**src/fxa_pkg.sv**
```systemverilog
// ----------------------------------------------------------------------------
// fxa_pkg: shared types for the Q24.8 fixed-point ALU
// Operation codes, status codes and the item record that moves down the
// divider cell chain.
// ----------------------------------------------------------------------------
package fxa_pkg;

  typedef enum logic [3:0] {
    OP_ADD      = 4'd0,
    OP_SUB      = 4'd1,
    OP_MUL      = 4'd2,
    OP_DIV      = 4'd3,
    OP_GT       = 4'd4,
    OP_LT       = 4'd5,
    OP_GE       = 4'd6,
    OP_LE       = 4'd7,
    OP_EQ       = 4'd8,
    OP_NE       = 4'd9,
    OP_INC      = 4'd10,
    OP_DEC      = 4'd11,
    OP_MIN      = 4'd12,
    OP_MAX      = 4'd13,
    OP_TO_INT   = 4'd14,
    OP_FROM_INT = 4'd15
  } op_t;

  typedef enum logic [1:0] {
    ST_OK   = 2'd0,
    ST_OVF  = 2'd1,
    ST_DIVZ = 2'd2
  } status_t;

  localparam logic [31:0] S32_MAX = 32'h7FFF_FFFF;
  localparam logic [31:0] S32_MIN = 32'h8000_0000;

  // per-item record carried through the chain; dividend/quotient word rides
  // beside it since its width follows the fraction bits
  typedef struct packed {
    logic        valid;
    op_t         cmd;
    logic        neg;     // result sign for mul and div
    logic        dz;      // divisor is zero
    logic [31:0] res;     // finished result of the ops other than mul and div
    status_t     st;
    logic        cmp;
    logic [63:0] prod;    // magnitude product for mul
    logic [31:0] dvs;     // divisor magnitude
    logic [31:0] rem;     // partial remainder
  } item_t;

endpackage

```
**src/fxa_cell.sv**
```systemverilog
// ----------------------------------------------------------------------------
// fxa_cell: one restoring-division cell
// Brings one dividend bit into the remainder, produces one quotient bit and
// registers the item for the next cell.
// ----------------------------------------------------------------------------
module fxa_cell #(
  parameter int DW = 41
) (
  input  logic                  clk,
  input  logic                  rst_n,
  input  logic                  adv,
  input  fxa_pkg::item_t        item_in,
  input  logic [DW-1:0]         dq_in,
  output fxa_pkg::item_t        item_out,
  output logic [DW-1:0]         dq_out
);

  fxa_pkg::item_t item_r, item_nxt;
  logic [DW-1:0]  dq_r, dq_nxt;
  logic [32:0]    rem_sh;
  logic [32:0]    rem_sub;
  logic           qbit;

  // shift one dividend bit in and try the subtract
  always_comb begin
    rem_sh   = {item_in.rem, dq_in[DW-1]};
    rem_sub  = rem_sh - {1'b0, item_in.dvs};
    qbit     = (rem_sh >= {1'b0, item_in.dvs});
    item_nxt = item_in;
    item_nxt.rem = qbit ? rem_sub[31:0] : rem_sh[31:0];
    dq_nxt   = {dq_in[DW-2:0], qbit};
  end

  // control bit
  always_ff @(posedge clk) begin
    if (!rst_n) begin
      item_r.valid <= 1'b0;
    end else if (adv) begin
      item_r.valid <= item_nxt.valid;
    end
  end

  // payload
  always_ff @(posedge clk) begin
    if (adv) begin
      item_r.cmd  <= item_nxt.cmd;
      item_r.neg  <= item_nxt.neg;
      item_r.dz   <= item_nxt.dz;
      item_r.res  <= item_nxt.res;
      item_r.st   <= item_nxt.st;
      item_r.cmp  <= item_nxt.cmp;
      item_r.prod <= item_nxt.prod;
      item_r.dvs  <= item_nxt.dvs;
      item_r.rem  <= item_nxt.rem;
      dq_r        <= dq_nxt;
    end
  end

  assign item_out = item_r;
  assign dq_out   = dq_r;

endmodule

```
**config.mk**
```make
export PLATFORM = sky130hd
export DESIGN_NAME = fxa_cell
export DESIGN_NICKNAME = d
export VERILOG_FILES = /design/src/fxa_pkg.sv /design/src/fxa_cell.sv
export SDC_FILE = /design/constraint.sdc
export NUM_CORES = 1
export LEC_CHECK = 0
export BUFFER_PORTS_ARGS = -buffer_cell sky130_fd_sc_hd__buf_4
export CAP_MARGIN = 20
export CORE_AREA = 2 2 163 165
export DETAILED_ROUTE_END_ITERATION = 12
export DIE_AREA = 0 0 165 167
export PLACE_DENSITY = 0.7
export RECOVER_POWER = 100
export SYNTH_ARGS = -nofsm -noshare
export SYNTH_HDL_FRONTEND = slang
export SYNTH_SLANG_ARGS = --single-unit
```
**constraint.sdc**
```tcl
create_clock -name clk -period 4.1 [get_ports clk]
set_input_delay 0.205 -clock clk [delete_from_list [all_inputs] [get_ports clk]]
set_output_delay 0.205 -clock clk [all_outputs]
set_load 0.01 [all_outputs]
```
; ---- After elaboration in Yosys (flattened, before gate mapping)
; Cells that the tools add are included.
[totals]
ff_bits = 211
latchBits = 0
ram_bits = 0
romBits = 0
out_inout_bits = 211
n_memories = 0
[classes]
n_addsub = 1
multipliers = 0
n_div = 0
n_lt_le_gt_ge = 1
eq_ne = 0
shift = 0
muxes = 1
n_bitwise = 0
reduce_logical = 0
[op_table]
columns = op, n
row1 = $ge A33 B32 Y1, 1
row2 = $mux W32, 1
row3 = $sub A32 B32 Y32, 1

; ---- Longest topological paths before layout
[logic_depth]
word_depth = 2
mapped_depth = 13
ltp_nobuf = 12

; ---- Least setup slack after synthesis
; OpenSTA, ideal clock, no wires.
[synth_timing]
kind = input to register
from = input port item_in[39] (netlist name)
to = register item_r (netlist bit item_out[13]) (data pin)
t_arrival_ps = 2714
slack_ps = 1124
path_stages = 12
n_path_buf = 2
cell_sequence = inv_1 -> ha_1 -> buf_2 -> nand4_1 -> or4_1 -> a21oi_1 -> nor3_1 -> a211oi_2 -> o21ai_2 -> o31ai_4 -> buf_4 -> mux2_1
[synth_lines]
columns = element, line
row1 = "start, declared", fxa_cell.sv:12  ; input fxa_pkg::item_t item_in,
row2 = "end, declared", fxa_cell.sv:18  ; fxa_pkg::item_t item_r, item_nxt;

==> qor.yml <==
run_status:
  status: "finished with violations"
  failed_checks: "capacitance limit, slew limit"
setup_path:
  critPathBufInv: 4
  required_ns: 4.35
  crit_fanout: 54
  timing.critical_path.to_type: "flop"
  timing.critical_path.slowest_stage_cell: "dlygate4sd3_1"
  timing.critical_path.cells: "dlygate4sd3_1 > clkbuf_1 > inv_1 > ha_1 > nand4_1 > or4_1 > a21oi_1 > nor3_1 > a211oi_1 > o21ai_2 > o31ai_4 > buf_12 > mux2_2"
  dominant_delay_contributor_by_cell_family_on_the_critical_path: "buffers and inverters"
  timing.critical_path.arrival_ns: 3.81
  crit_type: "in -> reg"
  cp-start-kind: "input port"
  timing.critical_path.slowest_cell_delay_ns: 0.56
floorplan:
  core-area_um2: 25800
  die_h_um: 167
  die_width_um: 165
  ioPinCount: 425
  die_footprint_um2: 27600
  initial_core_util_pct: 33.2
  row_count: 59
final_layout:
  share_of_cells_above_drive_strength_1_pct: 20.3
  syn2layout_area_growth_pct: 62.4
  top_library_cells_by_usage_in_the_layout_fill_and_taps_aside: "clkbuf_1 (233), edfxtp_1 (210), dlygate4sd3_1 (186), clkbuf_4 (159), a21oi_1 (54)"
  fill_cells: 2288
  most_common_library_cell_in_the_layout_ignoring_fill_and_taps: "clkbuf_1"
  finish.net_count: 1424
synth:
  synthesis.yosys.warnings: 0
  synth-seq-cells: 211
  syn_area_um2: 8550
  synth_edf_count: 210
  syn-instance-count: 556
  async_reset_ff_share_pct: 0
  synth_nets: 803
  yosysUniqueCellTypes: 48
  avgSynthCellArea_um2: 15.4
  ys_seq_area_share_pct: 74.0
  dominantRegCellSynth: "edfxtp_1"
sta:
  final.setup.tns_ns: 0
  hold_slack_ns: 0.0278
  finalSetupViolCount: 0
  finalCriticalPeriod_ns: 3.56
  timing.final.hold_violations: 0
  fin_crit_share_pct: 86.8
  rsz0062_at_grt: "false"
  fmax_mhz: 281
  finalMaxSlewViolations: 123
  worst-slew-pin-transition_ns: 3.21
  worst_setup_skew_after_layout_ns: 0
  relSlewSlack_pct: -114
power:
  max-vdd-ir-drop_v: 0.000345
  power.total_w: 0.00582
  power_leakage_nw: 5.46
  pwrdens_nw_per_um2: 419
min_path:
  min_path_type: "in -> reg"
grt:
  grt_pass1_wl_mm: 44.0
  overflow: 0
  globalRouteTotalUtil_pct: 21.2
  vias_in_the_first_global_route: 7331
  antenna_found_initial: 6
  pin_count_of_the_biggest_net_entering_global_routing: 124
run:
  drv_cap: 1
clock_network:
  postCtsSetupRepairBufs: 0
  cts_inserted_buffers: 23
  clkTransAtPathRegs_ns: 0.06
  clk-insertion-delay-late_ns: 0.51
  htreeDepth: 1
  cts_tree: "built"
  postCtsHoldBufs: 186
  cts.sinks: 211
  postCtsResizedCells: 0
  cts-root-to-sink-buffers: 3
  clockRootBuffer: "clkbuf_16"
placed_design:
  gp_congestion: 0.866
  hpwlAfterDp_mm: 20.7
  place.port_buffers: 424
route:
  vias_per_std_cell: 4.64
  drt_iter0_markers: 562
  drc_errors: 0
  drt-pass1-iter-count: 5
  num_vias: 7119
  drt-wirelength-per-cell_um: 20.0
  drt_wl_total_mm: 30.7
  final_antenna_violating_net_count: 0
-- metal layers --
| layer | global-route usage [%] | vias up | routed length [um] | part of all wire (%) |
|---|---|---|---|---|
| met3 | 5.01 | 74 | 2310 | 7.5 |
| met1 | 24.6 | 3373 | 11600 | 38 |
| met5 | 0 | - | 0 | 0 |
| met4 | 9.11 | 0 | 1300 | 4.2 |
| li1 | - | 3351 | - | - |
| met2 | 37.1 | 321 | 15500 | 51 |
-- cell usage after synthesis (all sizes together) (3+ instances only) --
cell type  instances  area (um^2)
nand2             27          101
a211oi             4         35.0
a31oi              5         31.3
edfxtp           210         6310
clkbuf             6         23.8
a21o              12         90.1
xor2              11         96.3
nor2              36          135
nor2b              3         18.8
o211ai             4         30.0
xnor2             16          140
o21a               6         45.0
a21oi             54          270
buf               11         62.6
o21ai             17         88.8
nand3              8         40.0
ha                32          400
mux2i              3         30.0
nand2b             4         25.0
mux2              10          113
nor4               4         25.0
nand4              7         43.8
o21bai             3         22.5
inv               38          143
-- final cells by class --
cell class,instances,area (um^2),area share (%)
Antenna cell,6,15.0,0.108
Timing Repair Buffer,613,4230,30.4
Clock buffer,27,591,4.25
Tap cell,335,419,3.02
Multi-Input combinational cell,290,1990,14.3
Sequential cell,211,6330,45.6
Inverter,38,143,1.03
Clock inverter,13,175,1.26
-- flip-flops by register name, summed over array words and instances (netlist names) --
register and cells:
dq_out 41, item_out 170
-- per-stage QoR --
step | util, % | setup WS [ns] | area [um^2] | instances
after floorplan | - | 1.12 | 8550 | 556
after CTS | 57.2 | 0.661 | 14700 | 1527
final | 53.9 | 0.541 | 13900 | 1533
after global placement | 47.0 | 0.773 | 12100 | 1301
after detailed placement | 47.0 | 0.689 | 12100 | 1301
after global routing | 53.9 | 0.252 | 13900 | 1533
-- report_power, final --
| part | internal [W] | switching (W) |
|---|---|---|
| clock | 0.00128 | 0.000848 |
| sequential | 0.00261 | 0.0000617 |
| combinational | 0.000464 | 0.000555 |
-- worst reg2reg max path, delay by kind of cell (launching register included) --
family	cells	cell delay [ns]
flops	1	0.36
buf+inv	1	0.56
mux	1	0.11
simple gates	1	0.21
-- final timing paths --
path,from,endpoint,slack [ns],cells after the start
max,item_in[48],item_out[8],0.54,13
min,item_in[3],item_out[4],0.03,2
max reg2reg,item_out[169],item_out[169],2.80,3
min reg2reg,item_out[169],item_out[169],1.16,3
-- cells by family (layout without fill, tap and decap cells) --
| family | Yosys count | after routing | share of synthesized area, % |
|---|---|---|---|
| compound gates | 118 | 118 | 8.61 |
| fa+ha+maj | 33 | 33 | 4.92 |
| other cells | 0 | 6 | 0 |
| flops | 211 | 211 | 74.0 |
| buf+inv | 55 | 691 | 2.68 |
| mux | 13 | 13 | 1.67 |
| simple gates | 99 | 99 | 5.37 |
| xor+xnor | 27 | 27 | 2.77 |
(Power assumes the default switching activity.)
