==> src/fxa_pkg.sv <==
// ----------------------------------------------------------------------------
// fxa_pkg: shared types for the Q24.8 fixed-point ALU
// Operation codes, status codes and the item record that moves down the
// divider cell chain.
// ----------------------------------------------------------------------------
package fxa_pkg;

  typedef enum logic [3:0] {
    OP_ADD      = 4'd0,
    OP_SUB      = 4'd1,
    OP_MUL      = 4'd2,
    OP_DIV      = 4'd3,
    OP_GT       = 4'd4,
    OP_LT       = 4'd5,
    OP_GE       = 4'd6,
    OP_LE       = 4'd7,
    OP_EQ       = 4'd8,
    OP_NE       = 4'd9,
    OP_INC      = 4'd10,
    OP_DEC      = 4'd11,
    OP_MIN      = 4'd12,
    OP_MAX      = 4'd13,
    OP_TO_INT   = 4'd14,
    OP_FROM_INT = 4'd15
  } op_t;

  typedef enum logic [1:0] {
    ST_OK   = 2'd0,
    ST_OVF  = 2'd1,
    ST_DIVZ = 2'd2
  } status_t;

  localparam logic [31:0] S32_MAX = 32'h7FFF_FFFF;
  localparam logic [31:0] S32_MIN = 32'h8000_0000;

  // per-item record carried through the chain; dividend/quotient word rides
  // beside it since its width follows the fraction bits
  typedef struct packed {
    logic        valid;
    op_t         cmd;
    logic        neg;     // result sign for mul and div
    logic        dz;      // divisor is zero
    logic [31:0] res;     // finished result of the ops other than mul and div
    status_t     st;
    logic        cmp;
    logic [63:0] prod;    // magnitude product for mul
    logic [31:0] dvs;     // divisor magnitude
    logic [31:0] rem;     // partial remainder
  } item_t;

endpackage

==> src/fxa_back.sv <==
// ----------------------------------------------------------------------------
// fxa_back: rounding, saturation and output register
// Finishes mul and div, picks the result and holds it for the sink.
// ----------------------------------------------------------------------------
module fxa_back #(
  parameter int FB = 8,
  parameter int DW = 41
) (
  input  logic            clk,
  input  logic            rst_n,
  input  logic            adv,
  input  fxa_pkg::item_t  item_in,
  input  logic [DW-1:0]   quo_in,
  output logic            out_valid,
  output logic [31:0]     out_res,
  output logic            out_cmp,
  output logic [1:0]      out_st
);

  logic [63:0]      mul_q;
  logic [DW:0]      div_q;
  logic [63:0]      mag;
  logic [63:0]      lim;
  logic [31:0]      sat_res;
  logic             sat_ovf;
  logic             valid_r;
  logic [31:0]      res_r, res_nxt;
  logic             cmp_r, cmp_nxt;
  logic [1:0]       st_r, st_nxt;

  // round half away from zero on magnitudes
  always_comb begin
    mul_q = (item_in.prod + (64'd1 << (FB - 1))) >> FB;
    div_q = ({1'b0, quo_in} + {{DW{1'b0}}, 1'b1}) >> 1;
    mag   = (item_in.cmd == fxa_pkg::OP_MUL) ? mul_q : 64'(div_q);
    lim   = item_in.neg ? 64'h8000_0000 : 64'h7FFF_FFFF;
    sat_ovf = (mag > lim);
    if (sat_ovf) begin
      sat_res = item_in.neg ? fxa_pkg::S32_MIN : fxa_pkg::S32_MAX;
    end else begin
      sat_res = item_in.neg ? (32'd0 - mag[31:0]) : mag[31:0];
    end
  end

  // result select
  always_comb begin
    res_nxt = item_in.res;
    cmp_nxt = item_in.cmp;
    st_nxt  = item_in.st;
    if (item_in.cmd == fxa_pkg::OP_MUL) begin
      res_nxt = sat_res;
      st_nxt  = sat_ovf ? fxa_pkg::ST_OVF : fxa_pkg::ST_OK;
    end else if (item_in.cmd == fxa_pkg::OP_DIV) begin
      if (item_in.dz) begin
        res_nxt = 32'd0;
        st_nxt  = fxa_pkg::ST_DIVZ;
      end else begin
        res_nxt = sat_res;
        st_nxt  = sat_ovf ? fxa_pkg::ST_OVF : fxa_pkg::ST_OK;
      end
    end
  end

  // output valid
  always_ff @(posedge clk) begin
    if (!rst_n) begin
      valid_r <= 1'b0;
    end else if (adv) begin
      valid_r <= item_in.valid;
    end
  end

  // output payload
  always_ff @(posedge clk) begin
    if (adv) begin
      res_r <= res_nxt;
      cmp_r <= cmp_nxt;
      st_r  <= st_nxt;
    end
  end

  assign out_valid = valid_r;
  assign out_res   = res_r;
  assign out_cmp   = cmp_r;
  assign out_st    = st_r;

endmodule

==> config.mk <==
export PLATFORM = sky130hd
export DESIGN_NAME = fxa_back
export DESIGN_NICKNAME = d
export VERILOG_FILES = /design/src/fxa_pkg.sv /design/src/fxa_back.sv
export SDC_FILE = /design/constraint.sdc
export NUM_CORES = 1
export LEC_CHECK = 0
export BUFFER_PORTS_ARGS = -buffer_cell sky130_fd_sc_hd__buf_2
export CORE_UTILIZATION = 51
export DETAILED_ROUTE_END_ITERATION = 7
export HOLD_SLACK_MARGIN = 0.05
export PLACE_DENSITY = 0.84
export SLEW_MARGIN = 20
export SYNTH_ARGS = -nofsm -noshare
export SYNTH_HDL_FRONTEND = slang
export SYNTH_SLANG_ARGS = --single-unit
==> constraint.sdc <==
create_clock -name clk -period 5.8 [get_ports clk]
set_clock_uncertainty 0.1 [all_clocks]
set_input_delay 0.29 -clock clk [delete_from_list [all_inputs] [get_ports clk]]
set_output_delay 0.29 -clock clk [all_outputs]
set_load 0.005 [all_outputs]
* After elaboration in Yosys (flattened, before gate mapping)
Cells that the tools add are included.
** Operators by class
- Muxes and demuxes :: 12
- Equality and inequality tests :: 2
- Magnitude comparators :: 1
- Add/subtract/negate cells :: 3
** Operators by type and width (number)
- $mux W32 :: 7
- $add A64 B8 Y64 const B :: 1
- $gt A56 B32 Y1 :: 1
- $mux W56 :: 1
- $add A41 B1 Y42 const B :: 1
- $sub A1 B32 Y32 const A :: 1
- $eq A4 B2 Y1 const B :: 2
- $mux W2 :: 3
- $mux W1 :: 1
** Storage, ports and cells
- Register bits :: 36
- Bits of input ports :: 214
- Word-level logic and storage cells :: 22

* Longest topological paths before layout
Gate-level depths: netlist (run 1).
- Word-level depth :: 8
- Depth in mapped cells :: 23
- Mapped depth without buffers :: 19

* Least setup slack after synthesis (run 1)
No wires, ideal clock.
- Path kind :: input-to-reg
- From :: input item_in[168] (netlist name)
- To :: register res_r[9] (netlist: out_res[9]), data pin
- Library setup time :: 257 ps
- Buffers on the path :: 6
- Stages on the path :: 21
- Arrival time :: 4890 ps
- Data required time :: 5443 ps
- Setup slack :: 553 ps
- Cell sequence :: or3b_1 clkbuf_1 nor2_1 clkbuf_1 buf_2 buf_1 buf_1 nand2_1 nand2_1 inv_1 ha_1 a21o_1 a221o_1 a221oi_1 nand4b_1 o211a_1 or4_1 and2_4 buf_6 or3_1 a32o_1
** On the way
- Cells in the longest elaborated chain, start to end :: 8
** Ends and longest elaborated chain
- from (decl) :: RTL line fxa_back.sv:12 : input fxa_pkg::item_t item_in,
- $eq A4 B2 Y1 :: RTL line fxa_back.sv:35, fxa_back.sv:50
- $mux W56 :: RTL line fxa_back.sv:35 : mag = (item_in.cmd == fxa_pkg::OP_MUL) ? mul_q : 64'(div_q);
- $sub A1 B32 Y32 :: RTL line fxa_back.sv:41 : sat_res = item_in.neg ? (32'd0 - mag[31:0]) : mag[31:0];
- $mux W32 :: RTL line fxa_back.sv:41
- $mux W32 :: RTL line fxa_back.sv:38 : if (sat_ovf) begin
- $mux W32 :: RTL line fxa_back.sv:54 : if (item_in.dz) begin
- $mux W32 :: RTL line fxa_back.sv:53 : end else if (item_in.cmd == fxa_pkg::OP_DIV) begin
- $mux W32 (*) :: RTL line fxa_back.sv:50 : if (item_in.cmd == fxa_pkg::OP_MUL) begin
- via res_nxt[9] :: RTL line fxa_back.sv:27 : logic [31:0] res_r, res_nxt;
- to (signal assigned) :: RTL line fxa_back.sv:76 : res_r <= res_nxt;
- to (decl) :: RTL line fxa_back.sv:27
The timed path passes the listed nets; every way through them passes the cells marked *.
A chain may end at the register's enable or synchronous reset.

* Final worst setup path (run 1)
- From :: input quo_in[0]
- To :: register res_r[24] (netlist: out_res[24]), data pin
** On the way
- Cells in the longest elaborated chain, start to end :: 8
** Ends and longest elaborated chain
- from (decl) :: RTL line fxa_back.sv:13 : input logic [DW-1:0] quo_in,
- $add A41 B1 Y42 (*) :: RTL line fxa_back.sv:34 : div_q = ({1'b0, quo_in} + {{DW{1'b0}}, 1'b1}) >> 1;
- $mux W56 (*) :: RTL line fxa_back.sv:35
- $sub A1 B32 Y32 :: RTL line fxa_back.sv:41
- $mux W32 :: RTL line fxa_back.sv:41
- $mux W32 (*) :: RTL line fxa_back.sv:38
- $mux W32 :: RTL line fxa_back.sv:54
- $mux W32 :: RTL line fxa_back.sv:53
- $mux W32 (*) :: RTL line fxa_back.sv:50
- via res_nxt[24] :: RTL line fxa_back.sv:27
Marked as above.

==> results of run 1 <==
[area by class of cell]
cell class / instances / share of cell area [%]
Antenna cell: 1 / 0.03396
Timing Repair Buffer: 201 / 14.60
Multi-Input combinational cell: 737 / 65.34
Inverter: 23 / 1.172
Sequential cell: 36 / 14.54
Clock inverter: 3 / 0.1868
Clock buffer: 5 / 1.698
Tap cell: 143 / 2.428
[cells in the final DEF, fill, tap and decap left out, types with 4 or more instances in the layout]
| master | count |
|---|---|
| and3_1 | 16 |
| o31ai_1 | 4 |
| edfxtp_1 | 35 |
| or3_1 | 14 |
| a22o_1 | 5 |
| mux2i_1 | 23 |
| buf_4 | 22 |
| nand3b_1 | 4 |
| clkbuf_16 | 5 |
| xor2_1 | 18 |
| nor4_1 | 28 |
| nor2_1 | 69 |
| nor3_1 | 46 |
| a21o_1 | 9 |
| ha_1 | 35 |
| nand4_1 | 47 |
| o31a_1 | 9 |
| nand2b_1 | 7 |
| o21ai_0 | 40 |
| a31oi_1 | 6 |
| inv_1 | 22 |
| xnor2_1 | 43 |
| o211ai_1 | 22 |
| and2_1 | 4 |
| o221ai_1 | 8 |
| mux2_2 | 9 |
| or4_1 | 7 |
| nand4b_1 | 4 |
| nand2_1 | 99 |
| o21a_1 | 8 |
| and4_1 | 15 |
| o22ai_1 | 5 |
| buf_2 | 178 |
| nor2b_1 | 4 |
| a32oi_1 | 5 |
| nand3_1 | 49 |
| o21ai_1 | 8 |
| a21oi_1 | 25 |
[worst max-delay path: cells and delay by family]
| kind | cells | cell delay, ns |
|---|---|---|
| AO/OA/AOI/OAI | 4 | 1.29 |
| adder cells (fa/ha/maj) | 2 | 0.68 |
| buffers and inverters | 1 | 0.13 |
| AND/OR/NAND/NOR | 10 | 2.87 |
| XOR/XNOR | 1 | 0.06 |
[registers in the layout (all words and copies together) (netlist names)]
signal     count
out_res       32
out_st         2
out_valid      1
out_cmp        1
[metal layers]
metal / global-route usage (%) / vias up / share of wire [%]
li1: - / 3555 / -
met1: 39.62 / 3242 / 44
met2: 47.12 / 369 / 44
met3: 4.409 / 49 / 8.8
met4: 11.80 / 2 / 3.3
met5: 0 / - / 0.054
[metrics by stage]
step                cell area [um^2]  cells
floorplan                       6137    834
finish                          7368   1149
CTS                             7366   1148
detailed placement              7227   1140
global placement                7227   1140
global route                    7368   1149
[final timing paths]
kind                          start                      to  slack, ns
max                       quo_in[0]   out_res[24]$_DFFE_PP_       0.43
min reg2reg  out_valid$_SDFFE_PN0P_  out_valid$_SDFFE_PN0P_       0.43
max reg2reg  out_valid$_SDFFE_PN0P_  out_valid$_SDFFE_PN0P_       5.11
min                    item_in[128]       out_cmp$_DFFE_PP_       0.09
[kinds of logic after synthesis]
group / Yosys count / synth area share (%)
buffers and inverters: 61 / 4.139
multiplexers: 32 / 5.403
flip-flops: 36 / 17.45
XOR/XNOR: 61 / 8.705
AND/OR/NAND/NOR: 437 / 38.41
AO/OA/AOI/OAI: 172 / 18.76
adder cells (fa/ha/maj): 35 / 7.136
[power by group through the flow]
stage / clock network, uW / logic [uW] / registers [uW]
finish: 249 / 363 / 318
CTS: 251 / 357 / 319
floorplan: 0 / 192 / 327
global route: 264 / 404 / 320
global placement: 0 / 347 / 322
detailed placement: 0 / 355 / 324
==> metrics.csv, run 1 <==
stage;metric;value;unit
die;die_w;111.7;um
setup_path;crit_path_end_kind;flop;
die;ios;250;
logic_synthesis;ys_seq_elements;36;
pwr;finalPower;929.4;uW
pwr;p_int;620.9;uW
logic_synthesis;syn_inst;834;
setup_path;critPathMaxFanout;22;
global_route;grt-ovfl-total;0;
cells_and_area;syn_to_final_growth;20.06;%
logic_synthesis;synth.yosys.warnings;0;
sta;worst_pin_slew;0.8966;ns
die;core_area;11560;um^2
global_route;grt_antenna_before_repair;2;
logic_synthesis;synth_cell_type_count;68;
run_status;violations;DRC;
placed_design;gp_congestion;0.9601;
cells_and_area;fillers;1067;
logic_synthesis;synth_flop_cell;edfxtp_1;
placed_design;dpl.hpwl;15070;um
global_route;first_global_vias;6507;
logic_synthesis;synth_seq_area_share;17.45;%
setup_path;crit_arrival;5.36;ns
global_route;grt.total_usage;29.41;%
sta;fin_crit;5.373;ns
clocking;cts_resized;0;
clocking;post_cts_buffers;0;
clocking;cts-htree-levels;2;
cells_and_area;nets;1253;
sta;relSlewSlack;40.23;%
sta;finalSetupViolCount;0;
route;drt-initial-drc-count;686;
logic_synthesis;syn_nets;1083;
setup_path;crit_chain;buf_2, ha_1, nand4_1, or3_1, or2_1, nor2_1, and3_1, xnor2_1, o21ai_0, ha_1, and4_1, a221o_1, nand4b_1, o211a_1, or4_1, and2_4, nand2b_1, o221ai_1;
die;rows;39;
logic_synthesis;syn-cell-area;6137;um^2
sta;fin_hold_ws;0.09322;ns
placed_design;pre_cts_slack;0.2143;ns
pwr;p_leak;0.002906;uW
logic_synthesis;async_reset_ff_share;0;%
clocking;ctsHoldBuffers;0;
worst_hold_path;whs_path_depth;1;
run_status;status;complete, but fails checks;
logic_synthesis;yosysTopAreaCellShare;17.13;%
setup_path;crit_slowest_cell;or4_1;
route;drt_wl_total;18410;um
placed_design;port-buffer-count;178;
pwr;combPwrFrac;39.0;%
die;start_util;53.07;%
clocking;clockBufferDepth;2;
cells_and_area;multi_input_area;4815;um^2
sta;hold_violations;0;
pwr;switching_share;33.20;%
setup_path;critPathKind;input port to flop;
clocking;cts_tree;built;
die;die_h;111.7;um
sta;fin_ws;0.4267;ns
clocking;clkTransAtPathRegs;0.05;ns
logic_synthesis;synth_area_leaders;edfxtp_1 (17%), ha_1 (7.1%), xnor2_1 (6.1%), nand2_1 (6.1%), nand4_1 (4.8%);
clocking;cts_root_buffer;clkbuf_16;
setup_path;slowest_delay;0.61;ns
setup_path;cp.required;5.79;ns
route;wire_per_inst;16.02;um
pwr;p_sw;308.6;uW
logic_synthesis;yosys-top-cells-count;nand2_1 (99), nor2_1 (70), nand3_1 (49), nand4_1 (47), nor3_1 (46);
sta;slew_violations;0;
pwr;ir_drop;93.42;uV
job;cap_violations;0;
pwr;power.share.clock;26.8;%
global_route;grt_pass1_wl;30400;um
setup_path;ff2ff_path_depth;2;
logic_synthesis;synth_edf_count;35;
pwr;power.density;126.1;nW/um^2
setup_path;crit_top_cell;ha_1;
cells_and_area;regArea;1071;um^2
sta;clock.fmax;186.1;MHz
clocking;worstSkewPairLatency;0.27;ns
route;detail-route-antenna-nets;0;
logic_synthesis;yosysTopAreaCell;edfxtp_1;
sta;fin_crit_sh;92.64;%
sta;setup_tns;0;ns
logic_synthesis;avgSynthCellArea;7.359;um^2
pwr;p_seq_share;34.2;%
sta;grt_setup_unrepaired;false;
clocking;numCtsBuffers;5;
die;dieArea;12480;um^2
global_route;grt_max_degree;48;
cells_and_area;final_util;63.71;%
setup_path;startpoint_type;input port;
route;via_count;7217;
worst_hold_path;hold_path_class;input port to flop;
logic_synthesis;yosysMostFrequentCell;nand2_1;
route;vias_per_cell;6.281;
route;firstDrtPassIters;7;
clocking;clock-sinks;36;
cells_and_area;drive_above_1_share;22.99;%
route;drc;16;
(Power assumes the default switching activity.)
==> inputs of run 2 (changes only) <==
==> constraint.sdc (replaced) <==
create_clock -name clk -period 5.8 [get_ports clk]
set_clock_uncertainty 0.1 [all_clocks]
set_input_delay 1.16 -clock clk [delete_from_list [all_inputs] [get_ports clk]]
set_output_delay 1.16 -clock clk [all_outputs]
set_load 0.005 [all_outputs]
==> run 2 against run 1 <==
The run still ends with DRC left. Global-route usage rose by 1.1 points. Utilization is 5.1 points higher. Critical path depth shrank 1. Register-to-register slack barely moved. Clock power decreased by 2%. Highest routed layer is now met4.
==> metrics.csv, run 2 (same netlist as run 1, synthesis figures left out) <==
stage;metric;value;unit
setup_path;cp_top_family;simple AND/OR/NAND/NOR gates;
setup_path;crit_buf_inv;2;
die;core_area;11560;um^2
clocking;worstSkewPairLatency;0.27;ns
cells_and_area;fillers;997;
route;wire_per_inst;15.84;um
placed_design;gp_congestion;0.9874;
sta;worst_pin_slew;0.7863;ns
global_route;grt_pass1_wl;31780;um
die;die_w;111.7;um
clocking;cts_root_buffer;clkbuf_16;
route;detail-route-antenna-nets;0;
sta;grt_setup_unrepaired;false;
clocking;cts-htree-levels;2;
sta;finalSetupViolCount;0;
route;drt-initial-drc-count;820;
die;ios;250;
clocking;clkTransAtPathRegs;0.05;ns
setup_path;cp.required;5.73;ns
clocking;clockBufferDepth;2;
job;cap_violations;0;
sta;slew_violations;0;
setup_path;critPathMaxFanout;14;
sta;relSlewSlack;47.58;%
pwr;ir_drop;106.1;uV
cells_and_area;fin_cells;1223;
route;drt_wl_total;19370;um
clocking;ctsHoldBuffers;0;
setup_path;crit_chain;buf_2, nand4_1, or4_1, or3_1, buf_4, xnor2_1, o21ai_1, ha_1, nand2_1, o21ai_0, a221o_1, nand4b_1, o211a_1, or4_1, and2_4, or3_1, a32o_1;
global_route;grt_max_degree;42;
placed_design;dpl.hpwl;15940;um
global_route;first_global_vias;6735;
die;dieArea;12480;um^2
sta;hold_violations;0;
route;via_count;7568;
clocking;numCtsBuffers;5;
placed_design;place_inst;1213;
sta;fin_crit;5.622;ns
sta;fin_hold_ws;0.4260;ns
setup_path;crit_path_end_kind;flop;
cells_and_area;drive_above_1_share;28.29;%
sta;clock.fmax;177.9;MHz
global_route;grt-ovfl-total;0;
cells_and_area;final_area;7955;um^2
clocking;cts_tree;built;
sta;setup_tns;0;ns
setup_path;reg2reg_slack;5.10;ns
cells_and_area;largest_reg_flops;32;
cells_and_area;nets;1326;
route;vias_per_cell;6.188;
global_route;grt.total_usage;30.55;%
run_status;status;complete, but fails checks;
pwr;power.density;121.7;nW/um^2
setup_path;startpoint_type;input port;
setup_path;critPathKind;input port to flop;
die;start_util;53.07;%
placed_design;port-buffer-count;178;
cells_and_area;layout_common_cells;buf_2 (178), nand2_1 (99), buf_4 (93);
global_route;grt_antenna_before_repair;2;
setup_path;crit_slowest_cell;or4_1;
die;die_h;111.7;um
worst_hold_path;hold_path_class;flop to flop;
placed_design;post_dp_cell_area;7807;um^2
route;drc;17;
cells_and_area;syn_to_final_growth;29.62;%
sta;fin_crit_sh;96.92;%
clocking;clock-sinks;36;
route;firstDrtPassIters;8;
cells_and_area;final_util;68.79;%
setup_path;slowest_delay;0.62;ns
run_status;violations;DRC;
pwr;p_leak;0.003257;uW
die;rows;39;
cells_and_area;final_common_cell;buf_2;
setup_path;crit_arrival;5.55;ns
## run 2: cell types whose count changed in the layout (fill, tap and decap cells not counted), moves of 2 or more
cell / before / now
buf_12: 1 / 3
nor3_1: 46 / 44
clkinv_2: 2 / 0
buf_4: 22 / 93
clkbuf_1: 0 / 2
nor3_2: 0 / 2
## run 2: layout make-up
type                       instances  area (um^2)  area share [%]
antenna                            2        5.005         0.06291
clock buffer                       7        132.6           1.667
clock inverter                     1        3.754         0.04718
inverter                          23        86.33           1.085
multi-input combinational        737         4828           60.70
sequential                        36         1071           13.46
tap                              143        178.9           2.249
timing repair buffer             274         1649           20.73
## run 2: metal layers
layer,up-vias,global-route usage (%),wire length [um]
met1,3405,40.76,8439
met5,-,0,0
met3,45,3.430,1542
li1,3715,-,-
met2,403,50.68,8880
met4,0,11.44,510
## run 2: worst paths after layout
kind | from | endpoint | cells past startpoint
max | quo_in[7] | out_res[9]$_DFFE_PP_ | 17
min | out_valid$_SDFFE_PN0P_ | out_valid$_SDFFE_PN0P_ | 2
max reg2reg | out_valid$_SDFFE_PN0P_ | out_valid$_SDFFE_PN0P_ | 2
min reg2reg | out_valid$_SDFFE_PN0P_ | out_valid$_SDFFE_PN0P_ | 2
## run 2: stage by stage
step	total power [uW]	setup slack, ns
after floorplan	519.7	0.01640
after global placement	702.2	-0.01441
after detailed placement	717.8	-0.07653
after CTS	962.7	0.2109
after global routing	1025	0.02751
final	967.8	0.1784
## run 2: power by group
group          total, uW  switching (uW)  internal [uW]  leakage (uW)
clock                245            87.3            157     0.0000656
sequential           318            5.22            313      0.000350
combinational        405             222            183       0.00284
## run 2: worst min-delay path: cells and delay by family, from the launching register on
family / cells / cell delay, ns
AND/OR/NAND/NOR: 1 / 0.10
multiplexers: 1 / 0.07
flip-flops: 1 / 0.32
## run 2: repair_timing
action	in CTS	in global routing
endpoints found under the setup margin	0	6
resized for setup	0	2
buffers inserted	0	0
